<file path="src/cmr_pkg.sv">
// ----------------------------------------------------------------------------
// cmr_pkg
// Types and constants of the chunked message reassembler.
// ----------------------------------------------------------------------------
package cmr_pkg;

  localparam int BUFFER_BYTES   = 512;
  localparam int CHUNK_TEXT_MAX = 64;
  localparam int ADDR_W         = $clog2(BUFFER_BYTES);

  typedef enum logic [1:0] {
    ACT_HEADER = 2'd0,
    ACT_BYTE   = 2'd1,
    ACT_READ   = 2'd2,
    ACT_NONE   = 2'd3
  } action_t;

  typedef enum logic [2:0] {
    ST_ACCEPTED = 3'd0,
    ST_STORED   = 3'd1,
    ST_COMPLETE = 3'd2,
    ST_BAD      = 3'd3,
    ST_SEQ      = 3'd4,
    ST_IGNORED  = 3'd5,
    ST_READ     = 3'd6
  } status_t;

endpackage

</file>
<file path="src/cmr_in_if.sv">
// ----------------------------------------------------------------------------
// cmr_in_if
// Request channel: valid/ready handshake with one header, byte or read item.
// ----------------------------------------------------------------------------
interface cmr_in_if;
  logic       valid;
  logic       ready;
  logic [1:0] action;
  logic [7:0] message_id;
  logic [7:0] chunk_number;
  logic [7:0] chunk_total;
  logic [7:0] text_length;
  logic [7:0] text_byte;
  logic [8:0] read_position;

  modport source (output valid, action, message_id, chunk_number, chunk_total,
                  text_length, text_byte, read_position, input ready);
  modport sink   (input valid, action, message_id, chunk_number, chunk_total,
                  text_length, text_byte, read_position, output ready);
endinterface

</file>
<file path="src/cmr_out_if.sv">
// ----------------------------------------------------------------------------
// cmr_out_if
// Response channel: valid/ready handshake with one status result.
// ----------------------------------------------------------------------------
interface cmr_out_if;
  logic       valid;
  logic       ready;
  logic [2:0] status;
  logic [8:0] message_length;
  logic [7:0] read_data;

  modport source (output valid, status, message_length, read_data, input ready);
  modport sink   (input valid, status, message_length, read_data, output ready);
endinterface

</file>
<file path="src/chunked_message_reassembler.sv">
// ----------------------------------------------------------------------------
// chunked_message_reassembler
// Rebuilds a message from numbered chunks into a 512-byte store.
// ----------------------------------------------------------------------------
// req carries one item per transfer: a chunk header, one text byte, or a read
// of a stored byte. rsp returns exactly one status result per request, in
// order. Headers are checked for shape and sequence; text bytes are appended
// to the store; the last byte of the last chunk, or an empty last chunk's header,
// reports completion with the total length. Reads return the byte at read_position.
// Each result is registered and shows on rsp in the cycle after its request.
// Throughput is one item per cycle while rsp is not stalled; the store is a
// single-port-write, registered-read RAM, written by byte items and read by
// read items, one access per item, so no two accesses ever meet in a cycle.
// rsp is a single output register: while it holds an untaken result and the
// receiver stalls, req.ready drops; it returns as the result is taken.
// Reset (rst, synchronous) clears the session and drops rsp.valid. The store
// is not cleared; it only holds what byte items wrote.
// ----------------------------------------------------------------------------
module chunked_message_reassembler
  import cmr_pkg::*;
(
  input  logic         clk,
  input  logic         rst,
  cmr_in_if.sink       req,
  cmr_out_if.source    rsp
);

  localparam int FILL_W = ADDR_W;
  localparam logic [FILL_W:0] BUF_LIMIT = (FILL_W+1)'(BUFFER_BYTES);
  localparam logic [7:0]      TEXT_MAX  = 8'(CHUNK_TEXT_MAX);

  // session state
  logic [7:0]        current_message, current_message_next;
  logic [7:0]        next_chunk, next_chunk_next;
  logic [7:0]        expected_total, expected_total_next;
  logic [FILL_W-1:0] fill_level, fill_level_next;
  logic [7:0]        bytes_owed, bytes_owed_next;

  // output register
  logic              out_valid;
  status_t           out_status;
  logic [8:0]        out_length;
  logic              out_is_read;

  logic [7:0]        mem [BUFFER_BYTES];
  logic [7:0]        rd_q;

  logic              accept;
  action_t           act;
  status_t           res_status;
  logic [8:0]        res_length;
  logic              res_is_read;
  logic              wr_en;
  logic              rd_en;
  logic              rd_in_range;

  // header view after an index-zero restart
  logic [7:0]        hdr_cur;
  logic [7:0]        hdr_nc;
  logic [7:0]        hdr_exp;
  logic [FILL_W-1:0] hdr_fill;
  logic [FILL_W:0]   hdr_sum;
  logic [7:0]        hdr_nc_inc;
  logic [7:0]        byte_nc_inc;
  logic [FILL_W-1:0] fill_inc;

  assign req.ready = !out_valid || rsp.ready;
  assign accept    = req.valid && req.ready;
  assign act       = action_t'(req.action);

  assign hdr_cur     = (req.chunk_number == 8'd0) ? req.message_id  : current_message;
  assign hdr_nc      = (req.chunk_number == 8'd0) ? 8'd0            : next_chunk;
  assign hdr_exp     = (req.chunk_number == 8'd0) ? req.chunk_total : expected_total;
  assign hdr_fill    = (req.chunk_number == 8'd0) ? '0              : fill_level;
  assign hdr_sum     = {1'b0, hdr_fill} + (FILL_W+1)'(req.text_length);
  assign hdr_nc_inc  = hdr_nc + 8'd1;
  assign byte_nc_inc = next_chunk + 8'd1;
  assign fill_inc    = fill_level + FILL_W'(1);

  assign rd_in_range = ({1'b0, req.read_position} < 10'(BUFFER_BYTES));
  assign rd_en       = accept && (act == ACT_READ);

  always_comb begin
    current_message_next = current_message;
    next_chunk_next      = next_chunk;
    expected_total_next  = expected_total;
    fill_level_next      = fill_level;
    bytes_owed_next      = bytes_owed;
    res_status           = ST_IGNORED;
    res_length           = '0;
    res_is_read          = 1'b0;
    wr_en                = 1'b0;
    if (accept) begin
      unique case (act)
        ACT_HEADER: begin
          if (bytes_owed != 8'd0) begin
            res_status = ST_SEQ;
          end else if (req.chunk_total == 8'd0 || req.chunk_number >= req.chunk_total ||
                       req.text_length > TEXT_MAX) begin
            res_status = ST_BAD;
          end else if (req.message_id != hdr_cur || req.chunk_total != hdr_exp ||
                       req.chunk_number != hdr_nc || hdr_sum >= BUF_LIMIT) begin
            res_status = ST_SEQ;
          end else if (req.text_length == 8'd0) begin
            // empty chunk finishes at once
            if (hdr_nc_inc == hdr_exp) begin
              res_status = ST_COMPLETE;
              res_length = 9'(hdr_fill);
            end else begin
              res_status           = ST_ACCEPTED;
              current_message_next = hdr_cur;
              next_chunk_next      = hdr_nc_inc;
              expected_total_next  = hdr_exp;
              fill_level_next      = hdr_fill;
            end
          end else begin
            res_status           = ST_ACCEPTED;
            current_message_next = hdr_cur;
            next_chunk_next      = hdr_nc;
            expected_total_next  = hdr_exp;
            fill_level_next      = hdr_fill;
            bytes_owed_next      = req.text_length;
          end
          // every outcome but a plain accept closes the session
          if (res_status != ST_ACCEPTED) begin
            current_message_next = '0;
            next_chunk_next      = '0;
            expected_total_next  = '0;
            fill_level_next      = '0;
            bytes_owed_next      = '0;
          end
        end
        ACT_BYTE: begin
          if (bytes_owed != 8'd0) begin
            wr_en           = 1'b1;
            fill_level_next = fill_inc;
            bytes_owed_next = bytes_owed - 8'd1;
            res_status      = ST_STORED;
            if (bytes_owed == 8'd1) begin
              if (byte_nc_inc == expected_total) begin
                res_status           = ST_COMPLETE;
                res_length           = 9'(fill_inc);
                current_message_next = '0;
                next_chunk_next      = '0;
                expected_total_next  = '0;
                fill_level_next      = '0;
              end else begin
                next_chunk_next = byte_nc_inc;
              end
            end
          end
        end
        ACT_READ: begin
          res_status  = ST_READ;
          res_is_read = rd_in_range;
        end
        ACT_NONE: begin
          res_status = ST_IGNORED;
        end
        default: begin
          res_status = ST_IGNORED;
        end
      endcase
    end
  end

  always_ff @(posedge clk) begin
    if (rst) begin
      current_message <= '0;
      next_chunk      <= '0;
      expected_total  <= '0;
      fill_level      <= '0;
      bytes_owed      <= '0;
      out_valid       <= 1'b0;
    end else begin
      current_message <= current_message_next;
      next_chunk      <= next_chunk_next;
      expected_total  <= expected_total_next;
      fill_level      <= fill_level_next;
      bytes_owed      <= bytes_owed_next;
      if (accept) begin
        out_valid <= 1'b1;
      end else if (rsp.ready) begin
        out_valid <= 1'b0;
      end
    end
  end

  always_ff @(posedge clk) begin
    if (accept) begin
      out_status  <= res_status;
      out_length  <= res_length;
      out_is_read <= res_is_read;
    end
  end

  // message store: one write or one read per item, registered read data
  always_ff @(posedge clk) begin
    if (wr_en) begin
      mem[fill_level] <= req.text_byte;
    end
    if (rd_en) begin
      rd_q <= mem[req.read_position[ADDR_W-1:0]];
    end
  end

  assign rsp.valid          = out_valid;
  assign rsp.status         = out_status;
  assign rsp.message_length = out_length;
  assign rsp.read_data      = out_is_read ? rd_q : 8'd0;

endmodule

</file>
<file path="src/flat_wrapper.sv">
// flat-port wrapper written by rule: the top's interface ports become plain ports
module chunked_message_reassembler_flat import cmr_pkg::*;
  (clk, rst, req_valid, req_action, req_message_id, req_chunk_number, req_chunk_total, req_text_length, req_text_byte, req_read_position, req_ready, rsp_valid, rsp_status, rsp_message_length, rsp_read_data, rsp_ready);
  cmr_in_if req_i ();
  cmr_out_if rsp_i ();
  input  logic clk;
  input  logic rst;
  input wire logic [$bits(req_i.valid)-1:0] req_valid;
  input wire logic [$bits(req_i.action)-1:0] req_action;
  input wire logic [$bits(req_i.message_id)-1:0] req_message_id;
  input wire logic [$bits(req_i.chunk_number)-1:0] req_chunk_number;
  input wire logic [$bits(req_i.chunk_total)-1:0] req_chunk_total;
  input wire logic [$bits(req_i.text_length)-1:0] req_text_length;
  input wire logic [$bits(req_i.text_byte)-1:0] req_text_byte;
  input wire logic [$bits(req_i.read_position)-1:0] req_read_position;
  output wire logic [$bits(req_i.ready)-1:0] req_ready;
  output wire logic [$bits(rsp_i.valid)-1:0] rsp_valid;
  output wire logic [$bits(rsp_i.status)-1:0] rsp_status;
  output wire logic [$bits(rsp_i.message_length)-1:0] rsp_message_length;
  output wire logic [$bits(rsp_i.read_data)-1:0] rsp_read_data;
  input wire logic [$bits(rsp_i.ready)-1:0] rsp_ready;
  assign req_i.valid = req_valid;
  assign req_i.action = req_action;
  assign req_i.message_id = req_message_id;
  assign req_i.chunk_number = req_chunk_number;
  assign req_i.chunk_total = req_chunk_total;
  assign req_i.text_length = req_text_length;
  assign req_i.text_byte = req_text_byte;
  assign req_i.read_position = req_read_position;
  assign req_ready = req_i.ready;
  assign rsp_valid = rsp_i.valid;
  assign rsp_status = rsp_i.status;
  assign rsp_message_length = rsp_i.message_length;
  assign rsp_read_data = rsp_i.read_data;
  assign rsp_i.ready = rsp_ready;
  chunked_message_reassembler u_core (.clk(clk), .rst(rst), .req(req_i), .rsp(rsp_i));
endmodule
</file>
<file path="config.mk">
export PLATFORM = sky130hd
export DESIGN_NAME = chunked_message_reassembler_flat
export DESIGN_NICKNAME = d
export VERILOG_FILES = /design/src/cmr_pkg.sv /design/src/cmr_in_if.sv /design/src/cmr_out_if.sv /design/src/chunked_message_reassembler.sv /design/src/flat_wrapper.sv
export SDC_FILE = /design/constraint.sdc
export NUM_CORES = 2
export LEC_CHECK = 0
export CORE_ASPECT_RATIO = 0.8
export CORE_UTILIZATION = 45
export CTS_CLUSTER_DIAMETER = 80
export DETAILED_ROUTE_END_ITERATION = 10
export DONT_BUFFER_PORTS = 1
export SETUP_SLACK_MARGIN = 0.5
export SLEW_MARGIN = 10
export SYNTH_ARGS = -nofsm -noshare
export SYNTH_HDL_FRONTEND = slang
export SYNTH_SLANG_ARGS = --single-unit
</file>
<file path="constraint.sdc">
create_clock -name clk -period 11.33 [get_ports clk]
set_input_delay 2.8325 -clock clk [delete_from_list [all_inputs] [get_ports clk]]
set_output_delay 2.8325 -clock clk [all_outputs]
set_load 0.01 [all_outputs]
</file>
Word-level counts from Yosys, hierarchy flattened
Memories as Yosys holds them, arrays and structs flattened. A register that Yosys moved wholly into a read port is not among the register bits.
Cells that the tools add are included.

word-level totals
  bits in registers = 55
  bits in latches = 0
  memory bits (writable) = 4096
  memory bits (read-only) = 0
  input bits = 55
  output and inout bits = 22
  memories = 1

memory list
  name        words  bits a word  rd ports  clocked after memory_dff  wr ports  line                               RTL
  u_core.mem  512    8            1         1                         1         chunked_message_reassembler.sv:45  logic [7:0] mem [BUFFER_BYTES];

operators by class
  $add $sub $neg = 5
  $mul = 0
  divide/modulo/power cells = 0
  magnitude comparators = 3
  equality and inequality tests = 17
  shift operators = 0
  mux-type cells = 77
  bitwise gates (word level) = 0
  reduce and logical (&&, ||, !) cells = 21

operators by type and width
  operator                                                   number
  2-to-1 mux 8 bit                                           34
  2-to-1 mux 9 bit                                           18
  case mux 8 bit (2 select lines)                            4
  case mux 9 bit (2 select lines)                            2
  zero test 8 bit                                            3
  inequality test 8 bit                                      3
  2-to-1 mux 3 bit                                           7
  adder 8 x 1 -> 8 bit, second input constant                2
  == test 8 bit                                              2
  AND reduction 7 bit                                        2
  inequality test 3 bit, second input constant               4
  case mux 3 bit (4 select lines)                            1
  adder 9 x 8 -> 10 bit                                      1
  greater-or-equal comparator 10 bit, second input constant  1
  adder 9 x 1 -> 9 bit, second input constant                1
  AND reduction 9 bit                                        1
  == test 8 x 1 -> 1 bit, second input constant              1
  greater-or-equal comparator 8 bit                          1
  > comparator 8 x 7 -> 1 bit, second input constant         1
  2-to-1 mux 1 bit                                           8
  AND reduction 8 bit                                        1
  nonzero test 8 bit                                         1
  subtractor 8 x 1 -> 8 bit, second input constant           1
  logical OR 1 bit                                           6
  10 further kinds                                           17

Longest topological paths before layout
  depth in word-level cells = 14
  mapped depth = 16
  mapped depth without buffers = 12

Least setup slack after synthesis
No wires, ideal clock.

  path kind = in2reg
  from = input req_chunk_number[4]
  to = register u_core.expected_total[5]
  data arrival time = 6.267 ns
  data required time = 11.271 ns
  setup slack = 5.004 ns
  cell stages on the path = 15
  path through = or4_1 or2_1 buf_2 and2_1 ha_1 nand3_1 o221ai_1 nor4_1 a31oi_1 or4b_4 nor2b_2 buf_6 nor4b_4 buf_6 a22o_1

between the ends
  longest elaborated chain between the ends = 14
  elaborated cells between the ends (all ways) = 38

RTL lines
  what                                                            line                                RTL
  start: declaration                                              flat_wrapper.sv:11                  input wire logic [$bits(req_i.chunk_number)-1:0] req_chunk_number;
  branches (longest 14 deep; another with adder 9 x 8 -> 10 bit)  -
  end signal: assignment                                          chunked_message_reassembler.sv:178  expected_total <= expected_total_next;
  end: declaration                                                chunked_message_reassembler.sv:35   logic [7:0] expected_total, expected_total_next;

Parallel ways; which one is timed is not known. The select of a mux whose other input is x is not followed.
A chain may end at the register's enable or synchronous reset.

==> impl_results.md <==
- Post-synth cell types: 80
- Initial antenna violation count: 27
- Proportion of synthesized area in mux cells: 0.1661
- Syn Area/Cell: 21.15 um^2
- Top-area cell type share of the netlist area: 0.7613
- Worst Clk Skew: 59.90 ps
- Synth Instances: 7,677
- Final setup fails: 0
- Dpl hpwl: 216,000 um
- Setup WS pre-CTS: 2266 ps
- All-Layer GR Usage: 0.2221
- Syn nets: 7,751
- Primary FF master, synth: edfxtp_1
- Worst-margin pin slew: 1868 ps
- P&R area growth vs syn: 11.15%
- Post-synthesis compound-gate area fraction: 0.02371
- Post-route DRC: 0
- Drt pass-1 iters: 6
- Final nets: 7,766
- Final Cell Area: 180,500 um^2
- Area of the core: 357,800 um^2
- Standard-cell rows: 196
- I/O Pins: 77
- Initial core utilization: 0.4539
- Final setup TNS: 0 ps
- Tmin final: 7874 ps
- Sequential Area: 124,500 um^2
- Clock Latency Late Sink: 960 ps
- Post-synthesis sequential area ratio: 0.7664
- Vias post-DR: 78,080
- Simple-gate share of the synthesized area: 0.02650
- Leading cell types in the layout, fill and taps excluded: edfxtp_1 (4,117), mux4_2 (1,024), nor2_1 (578)
- Commonest non-fill, non-tap cell in the layout: edfxtp_1
- Main combinational cell family by area after synthesis: multiplexers
- Clock tree buffer depth: 4
- Share of layout cells above drive strength 1: 0.2262
- Max cap viols: 0
- CTS clock-pin slew for the worst setup and hold paths: 60 ps
- Sinks on the clock net: 4,159
- Number of setup buffers added after CTS: 0
- Die Width: 673.7 um
- First-iteration detailed-routing DRC count: 9,246
- Number of global-route vias before repair: 78,720
- Post-synthesis register bit count: 4,159
- Global route overflow: 0
- Adder-cell area share of the yosys netlist: 0.001525
- Pleak: 0.05524 uW
- Post-cts gate resize count: 0
- Fmax: 127.0 MHz
- Via density: 6.110
- Ranking of synthesized cells by area: edfxtp_1 (76%), mux4_2 (14%), mux2i_1 (1.7%)
- Failing checks: max-slew violations
- Crit. End Element: register
- FILL cells: 27,950
- Worst EP arrival: 8570 ps
- Number of buffers created by CTS: 404
- Placed Instance Area: 167,600 um^2
- Die height: 539.3 um
- Crit-path max FO: 127
- Yosys warning count: 0
- CTS tree: yes
- Drt total wl: 408,000 um
- Worst min path class: register to register
- Slew headroom: -0.2456
- Syn Std Cell Area: 162,400 um^2
- Pin count of the biggest net entering global routing: 513
- Pwr dens: 173.2 nW/um^2
- DRT antenna net count: 0
- H-tree depth: 5
- Root Driver: clkbuf_16
- Setup CP Type: primary input to register
- RSZ-0062 raised after global routing: false
- Die ar.: 363,300 um^2
- Tcrit/Tclk final: 0.6950
- First-pass GRT wire length: 581,600 um
- Slew Viols, Final: 213
- CP Data Required Time: 12,020 ps
- PnR worst setup slack: 3456 ps
- Worst vdd ir: 157.0 uV
- Port-buffer cells: 0
- Startpoint Class: primary input
- Asr flop ratio synth: 0
- DR WL/cell: 31.93 um
- Synth area leader: edfxtp_1
- Status: complete, but fails checks
- Final hold vios: 0
- Area occupied by multi-input gates: 36,090 um^2
- Post-synth EDFFs: 4,117
- GPL Wtd Cong: 0.8084
- Xor/xnor share of the synthesized area: 0.002596
- CTS Hold Bufs: 0
## flip-flops by register name, indices dropped and copies added, names as in the netlist
name,count
u_core.bytes_owed,8
u_core.next_chunk,8
u_core.out_is_read,1
u_core.rd_q,8
u_core.current_message,8
u_core.rsp.status,3
u_core.expected_total,8
u_core.rsp.valid,1
u_core.rsp.message_length,9
u_core.mem,4096
u_core.fill_level,9
## stage by stage
step	utilization	hold WS, ps	std cells	total power [uW]
after global placement	0.4681	485.5	12020	18390
after floorplan	-	471.3	7677	18040
final	0.5045	511.9	12780	31270
after CTS	0.5034	506.7	12750	31270
after global routing	0.5044	522.7	12770	32060
after detailed placement	0.4683	487.9	12020	18390
## cell families after synthesis
family          count (synthesis)
fa+ha+maj                      20
simple gates                 1014
flops                        4159
mux                          1403
compound gates                525
buf+inv                       511
xor+xnor                       45
## critical path: stages
cell and delay [ps]:
buf_16 630, buf_16 490, buf_16 560, buf_16 570, buf_16 480, mux4_2 580
mux2_2 320, o221ai_1 190, a221oi_1 120, nor4_1 720, a22oi_1 200, and3_1 240
## synth_stat cells, types with 7 or more instances
| cell type | n |
|---|---|
| nand3_1 | 24 |
| mux4_2 | 1024 |
| nor3_1 | 33 |
| clkbuf_1 | 255 |
| o221ai_1 | 96 |
| mux2_2 | 100 |
| dfxtp_1 | 42 |
| edfxtp_1 | 4117 |
| buf_2 | 140 |
| a221oi_1 | 100 |
| inv_1 | 25 |
| nand2b_1 | 9 |
| nand4_1 | 11 |
| nor2b_1 | 13 |
| and2_1 | 17 |
| a22o_1 | 23 |
| o31ai_1 | 14 |
| xnor2_1 | 33 |
| o21ai_0 | 138 |
| mux2i_1 | 279 |
| nand2_1 | 251 |
| a311oi_1 | 7 |
| a211oi_1 | 32 |
| nor2_1 | 582 |
| buf_1 | 83 |
| ha_1 | 19 |
| a21oi_1 | 37 |
| and3_1 | 7 |
| nor4_1 | 26 |
| o2111ai_1 | 32 |
| xor2_1 | 10 |
## report_power, final
part	leakage, uW	internal (uW)	switching [uW]
Sequential	0.0373	16900	9.72
Combinational	0.0118	506	799
Clock	0.00610	7320	5710
## worst paths after layout
kind,to,cells after the start,slack [ps],startpoint
worst max-delay path,u_core.rd_q[6],12,3460,req_read_position[0]
worst max register to register,u_core.mem[190][2],7,6070,u_core.rsp.valid
worst min register to register,u_core.current_message[6],1,510,u_core.current_message[6]
worst min-delay path,u_core.current_message[6],1,510,u_core.current_message[6]
## cell type report
class / count / share of cell area
clock buffer: 495 / 0.05854
sequential: 4159 / 0.6895
clock inverter: 233 / 0.01104
multi-input combinational: 3007 / 0.1999
tap: 4752 / 0.03294
inverter: 26 / 0.0005407
antenna: 13 / 0.0001802
timing repair buffer: 94 / 0.007264
## per-layer routing
metal  vias to the layer above  global-route usage  routed length, um
met1                     41830              0.3221             168100
li1                      32110                   -                  -
met2                      3525              0.3321             186400
met5                         -           0.0006593                177
met3                       602             0.05956              41250
met4                         8             0.06453              12110
No activity file was read; power rests on OpenSTA's default activity.
